--- src/rtl/ptl_pkg.sv ---
// Package for the particle time-step limiter: fixed-point constants, state
// enums and the request/response structs between the sequencer and the shared
// divide/square-root unit. No dependencies.
`default_nettype none

package ptl_pkg;

    localparam int unsigned FRAC_BITS = 16;
    localparam int unsigned WORD_W    = 32;
    // dividend for the acceleration limit: 2 * w * 2^(2F)
    localparam int unsigned DVD_W     = WORD_W + 1 + 2 * FRAC_BITS;
    localparam int unsigned QUO_W     = 2 * WORD_W;
    localparam int unsigned CNT_W     = $clog2(DVD_W + 1);
    localparam int unsigned VEL_STEPS = WORD_W + FRAC_BITS;
    localparam int unsigned ACC_STEPS = DVD_W;
    localparam int unsigned SQRT_STEPS = QUO_W / 2;

    localparam logic [WORD_W-1:0] MAXCODE = '1;
    localparam logic [WORD_W-1:0] ONE_FX  = WORD_W'(1) << FRAC_BITS;

    localparam logic [1:0] REG_CELL_X    = 2'd0;
    localparam logic [1:0] REG_CELL_Y    = 2'd1;
    localparam logic [1:0] REG_CELL_Z    = 2'd2;
    localparam logic [1:0] REG_STABILITY = 2'd3;

    // limiter order: {axis, is_accel}; last one is z acceleration
    localparam logic [2:0] IDX_LAST = 3'd5;

    typedef enum logic [1:0] {
        U_IDLE,
        U_DIV,
        U_SQRT
    } t_unit_state;

    typedef enum logic [2:0] {
        S_IDLE,
        S_ISSUE,
        S_WAIT,
        S_MUL,
        S_OUT
    } t_seq_state;

    typedef struct packed {
        logic              start;
        logic              acc;
        logic [WORD_W-1:0] width;
        logic [WORD_W-1:0] mag;
    } t_unit_req;

    typedef struct packed {
        logic              done;
        logic [WORD_W-1:0] limit;
    } t_unit_rsp;

endpackage

`default_nettype wire

--- src/rtl/ptl_divsqrt.sv ---
// Shared iterative unit: restoring divider (one quotient bit per cycle) and
// digit-by-digit square root (one root bit per cycle). Depends on ptl_pkg.
`default_nettype none

module ptl_divsqrt (
    input  wire                 i_clk,
    input  wire                 i_rst_n,
    input  ptl_pkg::t_unit_req  i_req,
    output ptl_pkg::t_unit_rsp  o_rsp
);

    ptl_pkg::t_unit_state r_state, n_state;

    logic                         r_acc;
    logic [ptl_pkg::WORD_W-1:0]   r_mag;
    logic [ptl_pkg::DVD_W-1:0]    r_dvd;
    logic [ptl_pkg::WORD_W-1:0]   r_rem;
    logic [ptl_pkg::QUO_W-1:0]    r_q;
    logic                         r_ovf;
    logic [ptl_pkg::CNT_W-1:0]    r_cnt;
    logic [ptl_pkg::WORD_W-1:0]   r_root;
    logic [ptl_pkg::WORD_W+1:0]   r_srem;
    logic                         r_done;
    logic [ptl_pkg::WORD_W-1:0]   r_limit;

    logic [ptl_pkg::WORD_W:0]     rem_sh;
    logic [ptl_pkg::WORD_W:0]     rem_diff;
    logic                         div_ge;
    logic [ptl_pkg::QUO_W-1:0]    q_next;
    logic                         ovf_next;
    logic                         last_step;
    logic [ptl_pkg::WORD_W+3:0]   srem_sh;
    logic [ptl_pkg::WORD_W+3:0]   trial;
    logic                         sqrt_ge;
    logic [ptl_pkg::WORD_W-1:0]   root_next;
    logic                         to_sqrt;
    logic                         done_next;

    always_comb begin
        rem_sh    = {r_rem, r_dvd[ptl_pkg::DVD_W-1]};
        rem_diff  = rem_sh - {1'b0, r_mag};
        div_ge    = rem_sh >= {1'b0, r_mag};
        q_next    = {r_q[ptl_pkg::QUO_W-2:0], div_ge};
        ovf_next  = r_ovf | r_q[ptl_pkg::QUO_W-1];
        last_step = r_cnt == ptl_pkg::CNT_W'(1);
        srem_sh   = {r_srem, r_q[ptl_pkg::QUO_W-1:ptl_pkg::QUO_W-2]};
        trial     = {2'b00, r_root, 2'b01};
        sqrt_ge   = srem_sh >= trial;
        root_next = {r_root[ptl_pkg::WORD_W-2:0], sqrt_ge};
        to_sqrt   = (r_state == ptl_pkg::U_DIV) && last_step && r_acc && !ovf_next;
        done_next = ((r_state == ptl_pkg::U_DIV) && last_step && (!r_acc || ovf_next))
                    || ((r_state == ptl_pkg::U_SQRT) && last_step);
    end

    always_comb begin
        n_state = r_state;
        unique case (r_state)
            ptl_pkg::U_IDLE: if (i_req.start) n_state = ptl_pkg::U_DIV;
            ptl_pkg::U_DIV: begin
                if (last_step) begin
                    n_state = (r_acc && !ovf_next) ? ptl_pkg::U_SQRT : ptl_pkg::U_IDLE;
                end
            end
            ptl_pkg::U_SQRT: if (last_step) n_state = ptl_pkg::U_IDLE;
            default: n_state = ptl_pkg::U_IDLE;
        endcase
    end

    always_ff @(posedge i_clk) begin
        if (!i_rst_n) begin
            r_state <= ptl_pkg::U_IDLE;
            r_done  <= 1'b0;
        end else begin
            r_state <= n_state;
            r_done  <= done_next;
            unique case (r_state)
                ptl_pkg::U_IDLE: begin
                    if (i_req.start) begin
                        r_acc <= i_req.acc;
                        r_mag <= i_req.mag;
                        r_dvd <= {i_req.width, (ptl_pkg::DVD_W - ptl_pkg::WORD_W)'(0)};
                        r_rem <= '0;
                        r_q   <= '0;
                        r_ovf <= 1'b0;
                        r_cnt <= i_req.acc ? ptl_pkg::CNT_W'(ptl_pkg::ACC_STEPS)
                                           : ptl_pkg::CNT_W'(ptl_pkg::VEL_STEPS);
                    end
                end
                ptl_pkg::U_DIV: begin
                    r_dvd <= {r_dvd[ptl_pkg::DVD_W-2:0], 1'b0};
                    r_rem <= div_ge ? rem_diff[ptl_pkg::WORD_W-1:0]
                                    : rem_sh[ptl_pkg::WORD_W-1:0];
                    r_q   <= q_next;
                    r_ovf <= ovf_next;
                    // hand the quotient over as radicand
                    r_cnt <= to_sqrt ? ptl_pkg::CNT_W'(ptl_pkg::SQRT_STEPS)
                                     : r_cnt - ptl_pkg::CNT_W'(1);
                    if (last_step) begin
                        if (!r_acc) begin
                            r_limit <= (q_next[ptl_pkg::QUO_W-1:ptl_pkg::WORD_W] != '0)
                                       ? ptl_pkg::MAXCODE : q_next[ptl_pkg::WORD_W-1:0];
                        end else if (ovf_next) begin
                            r_limit <= ptl_pkg::MAXCODE;
                        end else begin
                            r_srem <= '0;
                            r_root <= '0;
                        end
                    end
                end
                ptl_pkg::U_SQRT: begin
                    r_q    <= {r_q[ptl_pkg::QUO_W-3:0], 2'b00};
                    r_srem <= sqrt_ge ? 34'(srem_sh - trial) : 34'(srem_sh);
                    r_root <= root_next;
                    r_cnt  <= r_cnt - ptl_pkg::CNT_W'(1);
                    if (last_step) begin
                        r_limit <= root_next;
                    end
                end
                default: ;
            endcase
        end
    end

    always_comb begin
        o_rsp.done  = r_done;
        o_rsp.limit = r_limit;
    end

endmodule

`default_nettype wire

--- src/rtl/particle_timestep_limiter.sv ---
// Top level of the particle time-step limiter: stream ports, config registers,
// limiter sequencer and running minimum. Depends on ptl_pkg and ptl_divsqrt.
//
// Usage: one particle per s_axis transfer (three velocities, then three
// accelerations, signed Q16.16, x lowest in tdata); tlast ends the set.
// Per axis the block forms cell_width/|v| and sqrt(2*cell_width/|a|) on one
// shared divide/sqrt unit, skipping zero components, and keeps the minimum.
// Each velocity limit is a division on the single bit-per-cycle unit, each
// acceleration limit a division and, unless the quotient overflows, a square
// root. s_axis_tready is high only while idle. On a tlast particle the states
// S_MUL and S_OUT form the product stability_factor * minimum and load
// the m_axis register (step size in tdata, unlimited flag in tuser); the
// minimum then returns to all ones. If the receiver stalls with a result still
// held, the next result waits in the sequencer. Config writes are taken at any
// time (o_cfg_ready is tied high) and must only arrive while idle.
// Reset (synchronous, active low) sets the cell widths and stability factor
// to 1.0, the minimum to "no limit" and empties the output register.
`default_nettype none

module particle_timestep_limiter (
    input  wire          i_clk,
    input  wire          i_rst_n,
    input  wire          s_axis_tvalid,
    output logic         s_axis_tready,
    // velocity_x, velocity_y, velocity_z, accel_in_x, accel_in_y, accel_in_z
    input  wire  [191:0] s_axis_tdata,
    input  wire          s_axis_tlast,   // last_particle
    output logic         m_axis_tvalid,
    input  wire          m_axis_tready,
    output logic [31:0]  m_axis_tdata,   // step_size
    output logic [0:0]   m_axis_tuser,   // unlimited
    input  wire          i_cfg_valid,
    output logic         o_cfg_ready,
    input  wire  [1:0]   i_cfg_index,
    input  wire  [31:0]  i_cfg_data
);

    localparam int unsigned W = ptl_pkg::WORD_W;

    ptl_pkg::t_seq_state r_state, n_state;
    ptl_pkg::t_unit_req  w_req;
    ptl_pkg::t_unit_rsp  w_rsp;

    logic [W-1:0]   r_cell [3];
    logic [W-1:0]   r_sf;
    logic [W-1:0]   r_vel [3];
    logic [W-1:0]   r_acc [3];
    logic           r_last;
    logic [2:0]     r_idx;
    logic [W-1:0]   r_min;
    logic [2*W-1:0] r_prod;

    logic [1:0]     axis;
    logic [W-1:0]   raw;
    logic [W-1:0]   mag;
    logic           idx_end;
    logic           out_free;
    logic           unl;
    logic [W-1:0]   prod_sh;
    logic [W-1:0]   step;

    always_comb begin
        axis     = r_idx[2:1];
        raw      = r_idx[0] ? r_acc[axis] : r_vel[axis];
        mag      = raw[W-1] ? (~raw + W'(1)) : raw;
        idx_end  = r_idx == ptl_pkg::IDX_LAST;
        out_free = !m_axis_tvalid || m_axis_tready;
        unl      = r_min == ptl_pkg::MAXCODE;
        prod_sh  = (r_prod[2*W-1:W+ptl_pkg::FRAC_BITS] != '0) ? ptl_pkg::MAXCODE
                   : r_prod[W+ptl_pkg::FRAC_BITS-1:ptl_pkg::FRAC_BITS];
        if (unl) begin
            step = (r_sf != '0) ? ptl_pkg::MAXCODE : '0;
        end else begin
            step = prod_sh;
        end
    end

    always_comb begin
        n_state = r_state;
        unique case (r_state)
            ptl_pkg::S_IDLE: if (s_axis_tvalid) n_state = ptl_pkg::S_ISSUE;
            ptl_pkg::S_ISSUE: begin
                if (mag != '0) begin
                    n_state = ptl_pkg::S_WAIT;
                end else if (idx_end) begin
                    n_state = r_last ? ptl_pkg::S_MUL : ptl_pkg::S_IDLE;
                end
            end
            ptl_pkg::S_WAIT: begin
                if (w_rsp.done) begin
                    if (idx_end) n_state = r_last ? ptl_pkg::S_MUL : ptl_pkg::S_IDLE;
                    else         n_state = ptl_pkg::S_ISSUE;
                end
            end
            ptl_pkg::S_MUL: n_state = ptl_pkg::S_OUT;
            ptl_pkg::S_OUT: if (out_free) n_state = ptl_pkg::S_IDLE;
            default: n_state = ptl_pkg::S_IDLE;
        endcase
    end

    always_comb begin
        s_axis_tready = r_state == ptl_pkg::S_IDLE;
        o_cfg_ready   = 1'b1;
        w_req.start   = (r_state == ptl_pkg::S_ISSUE) && (mag != '0);
        w_req.acc     = r_idx[0];
        w_req.width   = r_cell[axis];
        w_req.mag     = mag;
    end

    ptl_divsqrt u_unit (
        .i_clk   (i_clk),
        .i_rst_n (i_rst_n),
        .i_req   (w_req),
        .o_rsp   (w_rsp)
    );

    always_ff @(posedge i_clk) begin
        if (!i_rst_n) begin
            r_state       <= ptl_pkg::S_IDLE;
            r_cell[0]     <= ptl_pkg::ONE_FX;
            r_cell[1]     <= ptl_pkg::ONE_FX;
            r_cell[2]     <= ptl_pkg::ONE_FX;
            r_sf          <= ptl_pkg::ONE_FX;
            r_min         <= ptl_pkg::MAXCODE;
            r_idx         <= '0;
            m_axis_tvalid <= 1'b0;
        end else begin
            r_state <= n_state;
            if (i_cfg_valid && o_cfg_ready) begin
                unique case (i_cfg_index)
                    ptl_pkg::REG_CELL_X:    r_cell[0] <= i_cfg_data;
                    ptl_pkg::REG_CELL_Y:    r_cell[1] <= i_cfg_data;
                    ptl_pkg::REG_CELL_Z:    r_cell[2] <= i_cfg_data;
                    ptl_pkg::REG_STABILITY: r_sf      <= i_cfg_data;
                    default: ;
                endcase
            end
            if (r_state == ptl_pkg::S_OUT && out_free) begin
                m_axis_tvalid <= 1'b1;
            end else if (m_axis_tvalid && m_axis_tready) begin
                m_axis_tvalid <= 1'b0;
            end
            unique case (r_state)
                ptl_pkg::S_IDLE: begin
                    if (s_axis_tvalid) begin
                        r_vel[0] <= s_axis_tdata[31:0];
                        r_vel[1] <= s_axis_tdata[63:32];
                        r_vel[2] <= s_axis_tdata[95:64];
                        r_acc[0] <= s_axis_tdata[127:96];
                        r_acc[1] <= s_axis_tdata[159:128];
                        r_acc[2] <= s_axis_tdata[191:160];
                        r_last   <= s_axis_tlast;
                        r_idx    <= '0;
                    end
                end
                ptl_pkg::S_ISSUE: begin
                    // advance past a zero component
                    if (mag == '0 && !idx_end) r_idx <= r_idx + 3'd1;
                end
                ptl_pkg::S_WAIT: begin
                    if (w_rsp.done) begin
                        if (w_rsp.limit < r_min) r_min <= w_rsp.limit;
                        if (!idx_end) r_idx <= r_idx + 3'd1;
                    end
                end
                ptl_pkg::S_MUL: r_prod <= 64'(r_min) * 64'(r_sf);
                ptl_pkg::S_OUT: begin
                    if (out_free) begin
                        m_axis_tdata    <= step;
                        m_axis_tuser[0] <= unl;
                        r_min           <= ptl_pkg::MAXCODE;
                    end
                end
                default: ;
            endcase
        end
    end

    a_done_in_wait: assert property (@(posedge i_clk) disable iff (!i_rst_n)
        w_rsp.done |-> r_state == ptl_pkg::S_WAIT)
        else $error("limit returned outside wait state");

    a_idx_range: assert property (@(posedge i_clk) disable iff (!i_rst_n)
        r_idx <= ptl_pkg::IDX_LAST)
        else $error("limiter index out of range");

    a_unl_step: assert property (@(posedge i_clk) disable iff (!i_rst_n)
        (m_axis_tvalid && m_axis_tuser[0]) |->
        (m_axis_tdata == ptl_pkg::MAXCODE || m_axis_tdata == '0))
        else $error("unlimited result with finite step");

    a_load_from_out: assert property (@(posedge i_clk) disable iff (!i_rst_n)
        $rose(m_axis_tvalid) |-> $past(r_state == ptl_pkg::S_OUT))
        else $error("result loaded outside output state");

endmodule

`default_nettype wire

--- config.mk ---
export PLATFORM = sky130hd
export DESIGN_NAME = particle_timestep_limiter
export DESIGN_NICKNAME = d
export VERILOG_FILES = /design/src/rtl/ptl_pkg.sv /design/src/rtl/ptl_divsqrt.sv /design/src/rtl/particle_timestep_limiter.sv
export SDC_FILE = /design/constraint.sdc
export NUM_CORES = 2
export LEC_CHECK = 0
export BUFFER_PORTS_ARGS = -buffer_cell sky130_fd_sc_hd__clkbuf_2
export CORE_UTILIZATION = 30
export DETAILED_ROUTE_END_ITERATION = 8
export PLACE_DENSITY_LB_ADDON = 0.05
export SYNTH_ARGS = -nofsm -noshare
export SYNTH_HDL_FRONTEND = slang
export SYNTH_HIERARCHICAL = 1
export SYNTH_SLANG_ARGS = --single-unit
--- constraint.sdc ---
create_clock -name i_clk -period 10.4 [get_ports i_clk]
set_clock_uncertainty 0.05 [all_clocks]
set_input_delay 1.04 -clock i_clk [delete_from_list [all_inputs] [get_ports i_clk]]
set_output_delay 1.04 -clock i_clk [all_outputs]
set_load 0.01 [all_outputs]
# After elaboration in Yosys (flattened, before gate mapping)
# Memory sizes are Yosys's and may differ from the RTL's. A register that Yosys moved wholly into a read port is not among the register bits.
# Index checks and enable logic that the tools add are counted.
[word_totals]
ff_bits = 472
ram_bits = 288
input_bits = 232
out_inout_bits = 36
elab_cells = 190
mem_count = 3
[classes]
mul = 1
add_sub_neg = 5
bitwise_logic = 5
order_cmp = 3
n_mux = 83
n_reduce_logical = 44
eq_ne = 25
[memory_table]
columns = ["memory", "words", "width", "rd", "rd_clocked_by_memory_dff", "write_ports", "line", "source"]
rows = [
  ["r_acc", 3, 32, 1, 1, 3, "particle_timestep_limiter.sv:47", "logic [W-1:0] r_acc [3];"],
  ["r_cell", 3, 32, 1, 1, 3, "particle_timestep_limiter.sv:44", "logic [W-1:0] r_cell [3];"],
  ["r_vel", 3, 32, 1, 1, 3, "particle_timestep_limiter.sv:46", "logic [W-1:0] r_vel [3];"],
]
[op_table]
columns = ["cell", "count"]
rows = [
  ["$mux 32", 21],
  ["$pmux 32 s2", 4],
  ["$pmux 64 s3", 1],
  ["$mux 34", 4],
  ["$pmux 65 s2", 1],
  ["$reduce_bool 32->1", 3],
  ["$pmux 34 s2", 1],
  ["$mux 65", 1],
  ["$mul 32x32->64", 1],
  ["$mux 64", 1],
  ["$ge 36x34->1", 1],
  ["$sub 34x34->34", 1],
  ["$ge 33x32->1", 1],
  ["$add 32x1->32 const B", 1],
  ["$eq 32x32->1 const B", 1],
  ["$logic_not 32->1", 1],
  ["$lt 32x32->1", 1],
  ["$not 32->32", 1],
  ["$sub 32x32->32", 1],
  ["$mux 3", 9],
  ["$mux 2", 12],
  ["$mux 7", 3],
  ["$pmux 7 s3", 1],
  ["$mux 1", 20],
  ["28 further kinds", 74],
]

# Depth between registers and ports, before layout
[depth]
ltp_word = 10
ltp_mapped = 31
mapped_depth_nobuf = 29

# Cells and area by module
# Netlist, hierarchy kept.
[modules_own_cells]
columns = ["mod", "n_inst", "cells_per_inst", "area_per_inst_um2"]
rows = [
  ["particle_timestep_limiter", 1, 4979, 51469.4],
  ["ptl_divsqrt", 1, 1313, 14965.6],
]

# Least setup slack after synthesis
# No wires, ideal clock.
[synth_timing]
kind = "reg-to-reg"
start = "register r_idx[0]"
end = "register u_unit/r_cnt[0] in the netlist's numbering, enable pin"
t_arrival_ns = 8.412
required_time_ns = 9.741
slack_ns = 1.328
setup_time_ns = 0.609
path_stages_with_launch = 16
path_cell_list = "dfxtp_1 > buf_2 > buf_2 > buf_2 > mux2_2 > o21a_1 > a311oi_2 > and3_1 > nand2_1 > o41ai_2 > xnor2_1 > or2_0 > nor4_2 > nor2_1 > nand2_1 > a21boi_0"
[synth_rtl]
columns = ["item", "line", "source"]
rows = [
  ["start, declared", "particle_timestep_limiter.sv:49", "logic [2:0] r_idx;"],
  ["start signal, assigned", "particle_timestep_limiter.sv:158", "if (mag == '0 && !idx_end) r_idx <= r_idx + 3'd1;"],
  ["start signal, assigned", "particle_timestep_limiter.sv:163", "if (!idx_end) r_idx <= r_idx + 3'd1;"],
  ["end signal, assigned", "ptl_divsqrt.sv:85", "r_cnt <= i_req.acc ? ptl_pkg::CNT_W'(ptl_pkg::ACC_STEPS)"],
  ["end signal, assigned", "ptl_divsqrt.sv:96", "r_cnt <= to_sqrt ? ptl_pkg::CNT_W'(ptl_pkg::SQRT_STEPS)"],
  ["end signal, assigned", "ptl_divsqrt.sv:114", "r_cnt <= r_cnt - ptl_pkg::CNT_W'(1);"],
  ["end, declared", "ptl_divsqrt.sv:20", "logic [ptl_pkg::CNT_W-1:0] r_cnt;"],
]

# Worst setup path after layout
[layout_timing]
start = "register r_min[20]"
end = "register r_prod[63], data pin"
[layout_via]
elab_chain_cells = 1
[layout_lines]
columns = ["item", "line", "source"]
rows = [
  ["start, declared", "particle_timestep_limiter.sv:50", "logic [W-1:0] r_min;"],
  ["start signal, assigned", "particle_timestep_limiter.sv:124", "r_min <= ptl_pkg::MAXCODE;"],
  ["start signal, assigned", "particle_timestep_limiter.sv:162", "if (w_rsp.limit < r_min) r_min <= w_rsp.limit;"],
  ["start signal, assigned", "particle_timestep_limiter.sv:171", "r_min <= ptl_pkg::MAXCODE;"],
  ["$mul 32x32->64", "particle_timestep_limiter.sv:166", "ptl_pkg::S_MUL: r_prod <= 64'(r_min) * 64'(r_sf);"],
  ["end signal, assigned", "particle_timestep_limiter.sv:166", ""],
  ["end, declared", "particle_timestep_limiter.sv:51", "logic [2*W-1:0] r_prod;"],
]
# Every way passes these cells.
# A chain may end at the register's enable or synchronous reset.

==> results.yml <==
timing:
  tns_ns: 0
  whs_ns: 0.408
  slew_violations: 0
  hold_viol_final: 0
  fin_crit_sh: 0.897
  fmax_mhz: 107
  final-setup-viol-count: 0
  worstMarginPinSlew_ns: 1.27
  fin_crit_ns: 9.32
  relSlewSlack: 0.152
  grt_setup_unrepaired: "false"
synth:
  synthSimpleGateAreaFrac: 0.140
  yosys-top-cells-area: "edfxtp_1 (29%), fa_1 (27%), ha_1 (6.9%)"
  syn_nets: 7786
  synth.cell_area_sq_mm: 0.0664
  synth.area.mux_share: 0.0345
  yosys_most_used_dff: "edfxtp_1"
  synth_top_family_by_area: "adder cells"
  synth_compound_area_frac: 0.0761
  yosysSeqAreaShare: 0.311
  synth.largest_area_cell: "edfxtp_1"
  yosys_warnings: 6
  yosys.area.top_type_share: 0.288
  synthXorXnorAreaFrac: 0.0181
  synth-edff-count: 637
  synthTopCellsByCount: "inv_1 (1052), fa_1 (896), nand2_1 (691), and2_1 (656), edfxtp_1 (637)"
  synthAdderAreaFrac: 0.339
  synthCells: 6292
  synthDistinctLibCells: 107
  yosysMostFrequentCell: "inv_1"
  synthArstFlopShare: 0
  ys_ff_latch: 713
  avgSynthCellArea_sq_um: 10.6
clock_tree:
  postCtsSetupBuffers: 0
  hold_buffers: 0
  clk_latency_ns: 0.75
  cts_buffer_depth: 3
  cts_tree: "yes"
  root_buffer: "clkbuf_16"
  h-tree-depth: 3
  cts-buffers-inserted: 94
  clock-sinks: 713
  clk_pin_slew_worst_paths_ns: 0.06
  post_cts_resized: 0
drt:
  final_antenna_net_count: 0
  drc: 0
  dr.pass1.iters: 7
  vias_per_cell: 4.72
  vias: 44720
  drtIter0Drc: 2373
  wl_per_cell_um: 22.3
  wirelength_um: 211000
cells_and_area:
  nets: 7925
  stdcell_area_sq_mm: 0.0743
  drive_above_1_share: 0.106
  final_cell_count_no_fill: 9469
  area_delta_synth_final_pct: 11.9
outcome:
  status: "complete, no violations"
worst_hold_path:
  hold_start: "s_axis_tdata[138]"
  worstHoldEndpoint: "r_acc[1][10]$_DFFE_PP_"
  hold_class: "input port to register"
  worstHoldPathCells: 1
power_and_ir_drop:
  finalPower_w: 0.0149
  power_switching_w: 0.00611
  p_sw_frac: 0.410
  clkPwrFrac: 0.229
  leakage_nw: 32.1
  combPwrFrac: 0.523
  power_density_mw_per_mm2: 201
  peakVddDrop_uv: 225
  power.internal_w: 0.00880
  power.share.sequential: 0.248
placed_design:
  gp_congestion: 0.825
  io_buffers: 266
  place_area_sq_mm: 0.0711
  hpwl_um: 160000
  placed_cells: 9293
worst_setup_path:
  r2r_start: "r_min[20]$_SDFFE_PN1P_"
  ff2ff_path_depth: 26
  critPathRequiredTime_ns: 10.81
  r2r_slack_ns: 1.08
  rr_endpoint: "r_prod[63]$_DFFE_PP_"
  crit_type: "register to register"
  cp-end-kind: "register"
  cp_max_fo: 21
  worst-endpoint-arrival_ns: 9.74
  worst_setup_path_start_kind: "register"
grt:
  grt_pass1_wl_um: 322000
  grt_usage: 0.191
  grt_pass1_vias: 48434
  grt_overflow: 0
  antenna_found_initial: 20
  grt_max_degree: 133
floorplanning:
  io_pins: 268
  fp.dieW_um: 473
  rows: 172
  core_sq_mm: 0.220
  initial_utilization: 0.302
  die_height_um: 473
  die_area_sq_mm: 0.223
flow_run:
  max_cap_violations: 0
## flip-flops by register name (all words and copies together) (netlist names), 2 cells and up, named ones only
name,count
u_unit/r_limit,32
u_unit/r_srem,34
r_prod,48
r_idx,3
u_unit/r_mag,32
u_unit/r_rem,32
r_acc,96
m_axis_tdata,32
u_unit/r_q,64
u_unit/r_cnt,7
r_vel,96
u_unit/r_root,32
u_unit/r_state,2
r_cell,96
r_state,3
r_min,32
u_unit/r_dvd,32
r_sf,32
## per-layer routing
layer	GRT usage	up-vias	wire, um
met2	0.299	806	93300
met4	0.0374	26	3430
met5	0	-	184
met3	0.0272	199	8610
met1	0.281	23080	105000
li1	-	20609	-
## how the worst max path moves through the flow
stage,startpoint,endpoint,depth (start not counted)
finish,r_min[20]$_SDFFE_PN1P_,r_prod[63]$_DFFE_PP_,26
global route,r_min[20]$_SDFFE_PN1P_,r_prod[63]$_DFFE_PP_,26
CTS,r_min[14]$_SDFFE_PN1P_,r_prod[63]$_DFFE_PP_,28
detailed placement,r_min[14]$_SDFFE_PN1P_,r_prod[63]$_DFFE_PP_,28
global placement,r_sf[8]$_SDFFE_PN0P_,r_prod[63]$_DFFE_PP_,29
floorplan,r_idx[0]$_SDFFE_PN0P_,u_unit/r_cnt[0]$_DFFE_PP_,15
## worst max-delay path, cell delays in order, from the launching register on
cell       delay [ns]
dfxtp_1          1.14
nand2_1          0.18
fa_1             0.55
inv_1            0.05
fa_1             0.53
inv_1            0.06
fa_1             0.54
inv_1            0.06
fa_1             0.48
fa_1             0.57
fa_1             0.43
fa_1             0.51
fa_1             0.41
ha_1             0.39
and3_1           0.24
nand2_1          0.09
nor3_1           0.19
nand2_1          0.08
a2111oi_0        0.39
buf_4            0.22
or3_1            0.27
a31o_2           0.36
a31oi_1          0.26
o211a_1          0.32
o31ai_1          0.35
a21oi_1          0.14
xnor2_1          0.13
## power groups by stage
stage / Sequential [W] / Clock, W / Combinational (W)
floorplan: 0.00373 / 0 / 0.00551
global placement: 0.00376 / 0 / 0.00794
detailed placement: 0.00376 / 0 / 0.00787
CTS: 0.00370 / 0.00355 / 0.00795
global route: 0.00372 / 0.00365 / 0.00887
finish: 0.00370 / 0.00341 / 0.00780
## cells in the final DEF, fill, tap and decap left out, types with 140 or more instances in the layout
master and instances:
a21oi_1 219, and2_1 653, clkbuf_2 266, edfxtp_1 637, fa_1 896, ha_1 364, inv_1 1051, nand2_1 691
nor2_1 140, o21ai_0 175
## cells by family (layout without fill, tap and decap cells)
kind of cell | after synthesis | count (layout)
and+or+nand+nor | 1818 | 1818
buffers and inverters | 1400 | 1615
adders and majority gates | 1262 | 1262
AOI/OAI and AO/OA | 770 | 770
DFF | 713 | 713
muxes | 191 | 191
xor gates and xnor gates | 137 | 137
other | 1 | 5
## through the flow
step,util,setup WS [ns]
after CTS,0.338,1.01
after floorplan,-,1.33
final,0.338,1.08
after global placement,0.323,1.01
after global routing,0.338,0.596
after detailed placement,0.323,0.995
## layout make-up
class / count / area, sq um
antenna: 4 / 10.0
clock buffer: 112 / 2440
fill: 22554 / 146000
timing repair buffer: 390 / 2290
inverter: 1053 / 3950
tap: 2958 / 3700
sequential: 713 / 20700
multi-input combinational: 4179 / 40500
clock inverter: 60 / 769
Power figures use the tool's default switching activity.
